## config.mk

```make
export PLATFORM = sky130hd
export DESIGN_NAME = lyrics3_field_stream_parser
export DESIGN_NICKNAME = d
export VERILOG_FILES = /design/src/lfs_pkg.sv /design/src/lyrics3_field_stream_parser.sv /design/src/lfs_field_core.sv
export SDC_FILE = /design/constraint.sdc
export NUM_CORES = 1
export LEC_CHECK = 0
export ABC_AREA = 0
export BUFFER_PORTS_ARGS = -buffer_cell sky130_fd_sc_hd__clkbuf_2
export CAP_MARGIN = 20
export CELL_PAD_IN_SITES_DETAIL_PLACEMENT = 1
export CELL_PAD_IN_SITES_GLOBAL_PLACEMENT = 1
export CORE_MARGIN = 2
export CORE_UTILIZATION = 45
export CTS_CLUSTER_DIAMETER = 100
export DETAILED_ROUTE_END_ITERATION = 12
export PLACE_DENSITY_LB_ADDON = 0.1
export SLEW_MARGIN = 5
export SYNTH_ARGS = -nofsm -noshare
export SYNTH_HDL_FRONTEND = slang
export SYNTH_SLANG_ARGS = --single-unit
```

## constraint.sdc

```tcl
create_clock -name i_clk -period 4.9 [get_ports i_clk]
set_input_delay 0.245 -clock i_clk [delete_from_list [all_inputs] [get_ports i_clk]]
set_output_delay 0.245 -clock i_clk [all_outputs]
set_load 0.1 [all_outputs]
```

## src/lfs_pkg.sv

```systemverilog
package lfs_pkg;

    // Parser phases
    localparam logic [1:0] PH_ID      = 2'd0;
    localparam logic [1:0] PH_SIZE    = 2'd1;
    localparam logic [1:0] PH_CONTENT = 2'd2;

    // Field ids, first character in the highest byte
    localparam logic [23:0] ID_ETT = 24'h455454;
    localparam logic [23:0] ID_EAR = 24'h454152;
    localparam logic [23:0] ID_EAL = 24'h45414C;
    localparam logic [23:0] ID_LYR = 24'h4C5952;
    localparam logic [23:0] ID_IND = 24'h494E44;

    // Field kinds; bit 2 set means the field is not emitted
    localparam logic [2:0] KIND_TITLE  = 3'd0;
    localparam logic [2:0] KIND_ARTIST = 3'd1;
    localparam logic [2:0] KIND_ALBUM  = 3'd2;
    localparam logic [2:0] KIND_LYRICS = 3'd3;
    localparam logic [2:0] KIND_NONE   = 3'd4;

    localparam logic [7:0] CR_BYTE    = 8'h0D;
    localparam logic [7:0] STAMP_OPEN = 8'h5B;
    localparam logic [7:0] CHAR_ZERO  = 8'h30;
    localparam logic [7:0] CHAR_NINE  = 8'h39;
    localparam logic [7:0] CHAR_ONE   = 8'h31;

    localparam logic [2:0] STAMP_TAIL   = 3'd6;
    localparam logic [2:0] ID_LAST_CNT  = 3'd2;  // count before the third id byte
    localparam logic [2:0] HDR_LAST_CNT = 3'd7;  // count at the last size digit
    localparam logic [1:0] IND_FLAG_POS = 2'd1;
    localparam logic [1:0] INDEX_MAX    = 2'd3;

    localparam int SIZE_W = 17;

    typedef struct packed {
        logic       has;
        logic [7:0] data;
        logic [1:0] kind;
        logic       byte_valid;
        logic       field_end;
    } t_lfs_result;

    function automatic logic [2:0] kind_of_id(input logic [23:0] id);
        logic [2:0] k;
        case (id)
            ID_ETT:  k = KIND_TITLE;
            ID_EAR:  k = KIND_ARTIST;
            ID_EAL:  k = KIND_ALBUM;
            ID_LYR:  k = KIND_LYRICS;
            default: k = KIND_NONE;
        endcase
        return k;
    endfunction

endpackage

```

## src/lyrics3_field_stream_parser.sv

```systemverilog
// Lyrics3 v2 field block parser, one byte per transaction.
//
// Input stream: s_axis_tdata carries the raw byte of the field block,
// s_axis_tlast marks the final byte of the block. Output stream: one
// transaction per kept content byte or field-end marker. m_axis_tdata is the
// byte (zero for a bare marker), m_axis_tuser carries the field kind
// (0 title, 1 artist, 2 album, 3 lyrics) and a byte-valid flag, m_axis_tlast
// marks the end of the emitted field. Bytes of other fields and header bytes
// produce no output transaction.
//
// Path: an accepted byte is held in the input register and parsed from there,
// and its result is loaded into the output register, from which it is
// offered on the master side.
// Throughput: one byte per cycle unless the receiver stalls; all parsing is
// a single pass of small logic between the input and output registers.
// Reset (synchronous, active low) returns the parser to the id phase with
// timestamp stripping off and drops both stage registers. When the receiver
// stalls, the output register holds; the input register still drains bytes
// that produce no result, and a byte with a result waits in the input
// register, which deasserts s_axis_tready once both stages are full.
module lyrics3_field_stream_parser (
    input  logic       i_clk,
    input  logic       i_rst_n,
    input  logic       s_axis_tvalid,
    output logic       s_axis_tready,
    input  logic [7:0] s_axis_tdata,   // [7:0] in_byte
    input  logic       s_axis_tlast,   // block_last
    output logic       m_axis_tvalid,
    input  logic       m_axis_tready,
    output logic [7:0] m_axis_tdata,   // [7:0] out_byte
    output logic [2:0] m_axis_tuser,   // [1:0] field_kind, [2] byte_valid
    output logic       m_axis_tlast    // field_end
);
    import lfs_pkg::*;

    // Input register
    logic       r_in_valid;
    logic [7:0] r_in_byte;
    logic       r_in_last;

    // Output register
    logic       r_out_valid;
    logic [7:0] r_out_data;
    logic [2:0] r_out_user;
    logic       r_out_last;

    t_lfs_result res;
    logic        out_free;
    logic        advance;
    logic        s_take;

    // Advance the parsed byte when it has no result or the output slot frees.
    assign out_free      = !r_out_valid || m_axis_tready;
    assign advance       = r_in_valid && (!res.has || out_free);
    assign s_axis_tready = !r_in_valid || advance;
    assign s_take        = s_axis_tvalid && s_axis_tready;

    lfs_field_core u_core (
        .i_clk   (i_clk),
        .i_rst_n (i_rst_n),
        .i_step  (advance),
        .i_byte  (r_in_byte),
        .i_last  (r_in_last),
        .o_res   (res)
    );

    always_ff @(posedge i_clk) begin
        if (!i_rst_n) begin
            r_in_valid  <= 1'b0;
            r_out_valid <= 1'b0;
        end else begin
            if (s_take) begin
                r_in_valid <= 1'b1;
            end else if (advance) begin
                r_in_valid <= 1'b0;
            end
            if (advance && res.has) begin
                r_out_valid <= 1'b1;
            end else if (m_axis_tready) begin
                r_out_valid <= 1'b0;
            end
        end
    end

    // Payload registers: load on transaction, hold otherwise.
    always_ff @(posedge i_clk) begin
        if (s_take) begin
            r_in_byte <= s_axis_tdata;
            r_in_last <= s_axis_tlast;
        end
        if (advance && res.has) begin
            r_out_data <= res.data;
            r_out_user <= {res.byte_valid, res.kind};
            r_out_last <= res.field_end;
        end
    end

    assign m_axis_tvalid = r_out_valid;
    assign m_axis_tdata  = r_out_data;
    assign m_axis_tuser  = r_out_user;
    assign m_axis_tlast  = r_out_last;

endmodule

```

## src/lfs_field_core.sv

```systemverilog
module lfs_field_core (
    input  logic                 i_clk,
    input  logic                 i_rst_n,
    input  logic                 i_step,
    input  logic [7:0]           i_byte,
    input  logic                 i_last,
    output lfs_pkg::t_lfs_result o_res
);
    import lfs_pkg::*;

    logic [1:0]        r_phase, n_phase;
    logic [23:0]       r_id, n_id;
    logic [2:0]        r_header_count, n_header_count;
    logic [SIZE_W-1:0] r_size_accum, n_size_accum;
    logic              r_size_stopped, n_size_stopped;
    logic [SIZE_W-1:0] r_content_left, n_content_left;
    logic [1:0]        r_content_index, n_content_index;
    logic              r_stamps_on, n_stamps_on;
    logic [2:0]        r_skip_count, n_skip_count;

    logic [2:0]        kind;
    logic              valid;
    logic              fend;
    logic              open;
    logic              clear_field;
    logic              is_digit;
    logic [SIZE_W-1:0] acc_x10;

    assign is_digit = (i_byte >= CHAR_ZERO) && (i_byte <= CHAR_NINE);
    // times ten as two shifts, plus the digit value
    assign acc_x10  = {r_size_accum[SIZE_W-4:0], 3'b000}
                    + {r_size_accum[SIZE_W-2:0], 1'b0}
                    + {{(SIZE_W-4){1'b0}}, i_byte[3:0]};

    always_comb begin
        n_phase         = r_phase;
        n_id            = r_id;
        n_header_count  = r_header_count;
        n_size_accum    = r_size_accum;
        n_size_stopped  = r_size_stopped;
        n_content_left  = r_content_left;
        n_content_index = r_content_index;
        n_stamps_on     = r_stamps_on;
        n_skip_count    = r_skip_count;
        kind            = KIND_NONE;
        valid           = 1'b0;
        fend            = 1'b0;
        open            = 1'b0;
        clear_field     = 1'b0;

        case (r_phase)
            PH_SIZE: begin
                kind = kind_of_id(r_id);
                if (!r_size_stopped && is_digit) begin
                    n_size_accum = acc_x10;
                end else begin
                    n_size_stopped = 1'b1;
                end
                if (r_header_count >= HDR_LAST_CNT) begin
                    if (n_size_accum == '0) begin
                        fend        = !kind[2];
                        clear_field = 1'b1;
                    end else begin
                        n_content_left  = n_size_accum;
                        n_content_index = '0;
                        n_skip_count    = '0;
                        n_header_count  = '0;
                        n_phase         = PH_CONTENT;
                    end
                end else begin
                    n_header_count = r_header_count + 3'd1;
                end
            end
            PH_CONTENT: begin
                kind = kind_of_id(r_id);
                open = 1'b1;
                if (r_id == ID_IND && r_content_index == IND_FLAG_POS && i_byte == CHAR_ONE) begin
                    n_stamps_on = 1'b1;
                end
                if (r_content_index != INDEX_MAX) begin
                    n_content_index = r_content_index + 2'd1;
                end
                if (!kind[2] && kind != KIND_LYRICS) begin
                    valid = 1'b1;
                end else if (kind == KIND_LYRICS && i_byte != CR_BYTE) begin
                    // drop the timestamp opener and its six trailing bytes
                    if (r_skip_count != '0) begin
                        n_skip_count = r_skip_count - 3'd1;
                    end else if (r_stamps_on && i_byte == STAMP_OPEN) begin
                        n_skip_count = STAMP_TAIL;
                    end else begin
                        valid = 1'b1;
                    end
                end
                n_content_left = r_content_left - {{(SIZE_W-1){1'b0}}, 1'b1};
                if (n_content_left == '0) begin
                    fend        = !kind[2];
                    open        = 1'b0;
                    clear_field = 1'b1;
                end
            end
            default: begin
                n_id           = {r_id[15:0], i_byte};
                n_header_count = r_header_count + 3'd1;
                if (r_header_count >= ID_LAST_CNT) begin
                    n_phase = PH_SIZE;
                end
            end
        endcase

        if (clear_field || i_last) begin
            n_phase         = PH_ID;
            n_id            = '0;
            n_header_count  = '0;
            n_size_accum    = '0;
            n_size_stopped  = 1'b0;
            n_content_left  = '0;
            n_content_index = '0;
            n_skip_count    = '0;
        end
        if (i_last) begin
            if (open && !kind[2]) begin
                fend = 1'b1;
            end
            n_stamps_on = 1'b0;
        end

        o_res.has        = valid || fend;
        o_res.data       = valid ? i_byte : 8'h00;
        o_res.kind       = kind[1:0];
        o_res.byte_valid = valid;
        o_res.field_end  = fend;
    end

    always_ff @(posedge i_clk) begin
        if (!i_rst_n) begin
            r_phase         <= PH_ID;
            r_id            <= '0;
            r_header_count  <= '0;
            r_size_accum    <= '0;
            r_size_stopped  <= 1'b0;
            r_content_left  <= '0;
            r_content_index <= '0;
            r_stamps_on     <= 1'b0;
            r_skip_count    <= '0;
        end else if (i_step) begin
            r_phase         <= n_phase;
            r_id            <= n_id;
            r_header_count  <= n_header_count;
            r_size_accum    <= n_size_accum;
            r_size_stopped  <= n_size_stopped;
            r_content_left  <= n_content_left;
            r_content_index <= n_content_index;
            r_stamps_on     <= n_stamps_on;
            r_skip_count    <= n_skip_count;
        end
    end

    a_content_nonempty: assert property (@(posedge i_clk) disable iff (!i_rst_n)
        r_phase == PH_CONTENT |-> r_content_left != '0)
        else $error("content phase with no bytes left");

    a_byte_only_in_content: assert property (@(posedge i_clk) disable iff (!i_rst_n)
        o_res.byte_valid |-> r_phase == PH_CONTENT)
        else $error("content byte emitted outside content phase");

    a_skip_bounded: assert property (@(posedge i_clk) disable iff (!i_rst_n)
        r_skip_count <= STAMP_TAIL && r_header_count <= HDR_LAST_CNT)
        else $error("skip or header counter out of range");

    a_last_clears: assert property (@(posedge i_clk) disable iff (!i_rst_n)
        i_step && i_last |=> r_phase == PH_ID && !r_stamps_on && r_header_count == '0)
        else $error("block end did not clear parser state");

endmodule

```

**Word level (Yosys, flattened, before mapping)**

Cells that the tools add are included.

- Flip-flop bits (word level): 93
- Input port bits: 13
- Output and inout bits: 14
- Logic and storage cells: 155

- Add/subtract/negate cells: 6
- Order comparisons: 4
- Equal/unequal tests: 24
- Multiplexer cells: 62
- Reductions and logical operators: 43

Operators by type and width:

| operator | number |
|---|---|
| 24-bit by 23-bit == test with 1-bit output (second input constant) | 5 |
| 17-bit two-way mux | 7 |
| 24-bit two-way mux | 2 |
| 17-bit zero test | 2 |
| 17-bit one-hot mux with 2 select lines | 1 |
| 3-bit two-way mux | 11 |
| 1-bit two-way mux | 25 |
| 3-bit one-hot mux with 2 select lines | 3 |
| 17-bit adder | 1 |
| 17-bit by 4-bit adder with 17-bit output | 1 |
| 17-bit by 1-bit subtractor with 17-bit output (second input constant) | 1 |
| 2-bit two-way mux | 8 |
| 3-bit one-hot mux with 4 select lines | 1 |
| 1-bit logical AND | 11 |
| 5-bit AND reduction | 2 |
| 2-bit nonzero test | 5 |
| 3-bit by 1-bit inequality test with 1-bit output (second input constant) | 3 |
| 3-bit AND reduction | 3 |
| 3-bit nonzero test | 3 |
| 8-bit by 6-bit == test with 1-bit output (second input constant) | 1 |
| 8-bit by 7-bit == test with 1-bit output (second input constant) | 1 |
| 8-bit by 6-bit >= comparator with 1-bit output (second input constant) | 1 |
| 8-bit by 6-bit <= comparator with 1-bit output (second input constant) | 1 |
| 8-bit by 4-bit inequality test with 1-bit output (second input constant) | 1 |
| 22 further kinds | 39 |

**Logic depth before layout (Yosys ltp)**

- Depth after elaboration: 18
- Gate-level depth with buffers: 18
- Gate-level depth less buffers: 14

**Hierarchy**

A second synthesis with hierarchy kept.

- Cell total of the unflattened synthesis: 659
- Area, all modules: 5931.9 um2

By module, submodules not included:

| module | times used | cells each | area an instance (um2) | seq. area each (um2) |
|---|---|---|---|---|
| lfs_field_core | 1 | 626 | 5183.7 | 1401.3 |
| lyrics3_field_stream_parser | 1 | 33 | 748.2 | 670.6 |

**Least setup slack after synthesis**

Ideal clock, no wire load.

- Path kind: register -> register
- From: register r_in_byte[3]
- To: register r_in_valid
- Setup time: 91 ps
- Arrival time: 4522 ps
- Required time: 4809 ps
- Setup slack: 287 ps
- Cell stages (with the launch flop): 13
- Clock period less this slack: 4613 ps
- Path through: edfxtp_1 > fa_1 > fa_1 > a21o_1 > a221oi_2 > o31ai_2 > xor2_1 > or4_1 > a211oi_2 > nand4_2 > o22ai_1 > nand3_1 > a21oi_1

- Word-level cells in the longest chain between the ends: 18

RTL lines:

| what | line | source |
|---|---|---|
| start: declaration | lyrics3_field_stream_parser.sv:38 | `logic [7:0] r_in_byte;` |
| start signal: assignment | lyrics3_field_stream_parser.sv:88 | `r_in_byte <= s_axis_tdata;` |
| branches (longest 11 deep; another with 17-bit by 4-bit adder with 17-bit output) | -- |  |
| 1-bit logical OR * | lfs_field_core.sv:128 | `o_res.has = valid \|\| fend;` |
| 1-bit zero test * | lyrics3_field_stream_parser.sv:54 | `assign advance = r_in_valid && (!res.has \|\| out_free);` |
| 1-bit logical OR * | lyrics3_field_stream_parser.sv:54 |  |
| 1-bit logical AND * | lyrics3_field_stream_parser.sv:54 |  |
| 1-bit logical OR * | lyrics3_field_stream_parser.sv:55 | `assign s_axis_tready = !r_in_valid \|\| advance;` |
| named net s_axis_tready | lyrics3_field_stream_parser.sv:25 | `output logic s_axis_tready,` |
| 1-bit logical AND * | lyrics3_field_stream_parser.sv:56 | `assign s_take = s_axis_tvalid && s_axis_tready;` |
| 1-bit two-way mux or 2-bit nonzero test (tied branches) | -- |  |
| end signal: assignment | lyrics3_field_stream_parser.sv:69 | `r_in_valid <= 1'b0;` |
| end signal: assignment | lyrics3_field_stream_parser.sv:73 | `r_in_valid <= 1'b1;` |
| end signal: assignment | lyrics3_field_stream_parser.sv:75 | `r_in_valid <= 1'b0;` |
| end: declaration | lyrics3_field_stream_parser.sv:37 | `logic r_in_valid;` |

Mark *: on every way through the listed nets, which the timed path passes. The select of a mux whose other input is x is not followed.
A chain may end at the register's enable or synchronous reset.

**Worst setup path after layout**

- From: register r_in_byte[2]
- To: output s_axis_tready

- Word-level cells in the longest chain between the ends: 16

RTL lines:

| what | line |
|---|---|
| branches (longest 11 deep; another with 17-bit by 4-bit adder with 17-bit output) | -- |
| 1-bit logical OR * | lfs_field_core.sv:128 |
| 1-bit zero test * | lyrics3_field_stream_parser.sv:54 |
| 1-bit logical OR * | lyrics3_field_stream_parser.sv:54 |
| 1-bit logical AND * | lyrics3_field_stream_parser.sv:54 |
| 1-bit logical OR * | lyrics3_field_stream_parser.sv:55 |
| end: declaration | lyrics3_field_stream_parser.sv:25 |

Every way passes the cells marked *. The select of a mux whose other input is x is not followed.

==> impl_metrics.py <==
metrics = {
    "run_status": {
        "status": "finished, final reports clean",
    },
    "sta": {
        "hold_slack_ns": 0.0622,
        "tns_ns": 0,
        "setup_viol": 0,
        "fmax_mhz": 215,
        "finalHoldViolCount": 0,
        "skew_ns": 0.0111,
        "period_share_pct": 94.8,
        "drv_slew": 0,
        "slew_headroom_pct": 40.3,
        "period_needed_ns": 4.64,
        "worst_pin_slew_ns": 0.896,
        "rsz0062_at_grt": "false",
    },
    "global_route": {
        "met2_usage_pct": 43.9,
        "grt_usage_pct": 25.2,
        "grt_start_max_net_pins": 50,
        "grt_busiest_layer": "met2",
        "antenna_found_initial": 0,
        "grt_pass1_wl_microns": 28300,
        "grt-ovfl-total": 0,
        "grt_util_met1_pct": 32.0,
        "first_global_vias": 5388,
        "grt_util_met3_pct": 3.54,
    },
    "critical_path": {
        "cp_cell_sequence": "ha_1, ha_1, fa_1, a21o_1, a221oi_2, o31ai_2, xor2_1, or4_1, a211oi_4, nand4_4, o22ai_2, nand3_1, clkbuf_4",
        "path_delay_family": "compound AO/OA/AOI/OAI gates",
        "slowest_stage": "or4_1",
        "start_kind": "register",
        "end_kind": "output pin",
        "cpPeakStageDelay_ns": 0.54,
        "crit_fanout": 7,
        "crit_type": "reg2out",
        "worstPathRequired_ns": 4.66,
        "path_common_cell": "ha_1",
        "critPathBufInv": 1,
        "arrival_ns": 4.40,
    },
    "route": {
        "antenna_left": 0,
        "dr.first_iter.drc_count": 378,
        "routed_wl_microns": 17200,
        "detail_route.wl_per_cell_microns": 19.6,
        "drc": 0,
        "dr.pass1.iters": 5,
        "via_per_inst": 6.05,
        "dr_total_vias": 5322,
    },
    "layout": {
        "nFillCells": 1573,
        "final_nets": 756,
        "final_cells": 880,
        "final_cell_mix": "nand2_1, dfxtp_1, a21oi_1, nor2_1, nand3_1",
        "fin_area_sq_um": 6460,
        "diodes": 0,
        "final_common_cell": "nand2_1",
        "drive_gt1_share_pct": 12.7,
        "area_growth_pct": 10.8,
        "fin_util_pct": 51.2,
    },
    "power_and_ir_drop": {
        "power_density_nw_per_um2": 252,
        "peakVddDrop_mv": 0.137,
        "power_leakage_uw": 0.00247,
    },
    "logic_synthesis": {
        "synth_mux_area_share_pct": 1.57,
        "syn_avg_cell_area_sq_um": 8.48,
        "yosys-top-cells-area": "dfxtp_1, edfxtp_1, ha_1",
        "async_flop_share_pct": 0,
        "syn_inst": 688,
        "seq_area_frac_synth_pct": 35.5,
        "synth_edf_count": 21,
        "synth_top_family_by_area": "simple AND/OR/NAND/NOR gates",
        "ys_seq_elements": 93,
        "synth_fa_ha_area_share_pct": 8.83,
        "synth_cell_types": 75,
        "yosysTopAreaCell": "dfxtp_1",
        "synthesis.area_sq_um": 5840,
        "synth_flop_cell": "dfxtp_1",
        "synth_top_area_share_pct": 24.7,
        "ys_warn_count": 0,
        "synthSimpleGateAreaFrac_pct": 27.6,
        "synth_compound_area_share_pct": 19.5,
        "synth_xor_area_share_pct": 2.85,
        "syn_nets": 741,
    },
    "floorplanning": {
        "fp.coreArea_sq_um": 12600,
        "die_h_microns": 118,
        "start_util_pct": 46.2,
        "io_pins": 27,
        "rows": 41,
        "die_x_microns": 118,
        "die-area_sq_um": 13900,
    },
    "cts": {
        "root_buffer": "clkbuf_16",
        "cts_buffer_depth": 2,
        "clock_latency_ns": 0.35,
        "clock_sinks": 93,
        "cts_buffers": 9,
        "clkTransAtPathRegs_ns": 0.07,
        "cts_max_level": 3,
        "cts_tree": "done",
    },
    "placement": {
        "placed_cell_area_sq_um": 6100,
        "port_buffers": 26,
        "place_congestion": 0.867,
        "post-place-cells": 861,
        "dpl.hpwl_microns": 12700,
    },
    "min_path": {
        "hold_class": "in2reg",
    },
    "job": {
        "max_cap_violations": 0,
    },
}
cell usage after synthesis, types with 5 or more instances:
master,n
nor3_1,16
edfxtp_1,21
nor4_1,10
xnor2_1,11
nand2_1,99
nand3b_1,6
o21ai_0,27
and2_1,12
nand4_1,12
nor4bb_1,5
nor2_1,46
nand3_1,41
o31ai_1,5
mux2i_1,8
inv_1,13
a21oi_1,63
o2111ai_1,6
or4_1,9
a22o_1,12
buf_2,10
ha_1,38
or3_1,10
dfxtp_1,72
a31oi_1,7
xor2_1,8
nand2b_1,5
and3_1,6
a21o_1,5
o211ai_1,6
clkbuf_1,22
stage by stage:
stage	setup WS, ns	total power [uW]
floorplan	0.287	884
global placement	0.263	918
detailed placement	0.0813	921
CTS	0.0463	1640
global route	0.0135	1690
finish	0.256	1630
area by class of cell:
class	count	area, sq um	area share, %
Clock inverter	7	81.3	1.26
Timing Repair Buffer	44	268	4.14
Clock buffer	9	225	3.48
Inverter	13	48.8	0.755
Sequential cell	93	2070	32.1
Tap cell	172	215	3.33
Multi-Input combinational cell	542	3550	55.0
path summary, 6_finish.rpt:
kind | startpoint | end | slack, ns | depth (start not counted)
hold reg to reg | u_core.r_id[20]$_SDFFE_PN0P_ | u_core.r_id[20]$_SDFFE_PN0P_ | 0.46 | 2
setup / recovery | r_in_byte[2]$_DFFE_PP_ | s_axis_tready | 0.26 | 13
hold / removal | s_axis_tdata[7] | r_in_byte[7]$_DFFE_PP_ | 0.06 | 1
setup reg to reg | r_in_byte[2]$_DFFE_PP_ | u_core.r_size_accum[3]$_SDFFE_PN0P_ | 0.27 | 14
registers in the layout, summed over array words and instances, names as in the netlist, 2 cells and up:
register,flops
u_core.r_header_count,3
u_core.r_content_index,2
u_core.r_id,24
u_core.r_phase,2
u_core.r_content_left,17
u_core.r_size_accum,17
m_axis_tdata,8
m_axis_tuser,3
u_core.r_skip_count,3
r_in_byte,8
what timing repair did:
action	CTS	global route
endpoints found under the hold margin	0	0
setup endpoints to repair	0	49
resized for setup	0	10
buffers inserted	0	2
hold buffers	0	0
kinds of logic after synthesis:
kind of cell	after synthesis
flip-flops	93
AO/OA/AOI/OAI	169
XOR/XNOR	19
AND/OR/NAND/NOR	305
multiplexers	9
adder cells (fa/ha/maj)	40
buffers and inverters	53
report_power, final:
| group | internal, uW | leakage [uW] | switching (uW) |
|---|---|---|---|
| clock | 403 | 0.000148 | 322 |
| sequential | 792 | 0.000808 | 16.0 |
| combinational | 30.3 | 0.00152 | 67.9 |
| total | 1230 | 0.00247 | 406 |
metal layers:
layer / wire length [microns] / up-vias
met1: 7740 / 2598
li1: - / 2588
met5: 0 / -
met4: 405 / 0
met2: 8560 / 110
met3: 539 / 26
Power figures use the tool's default switching activity.
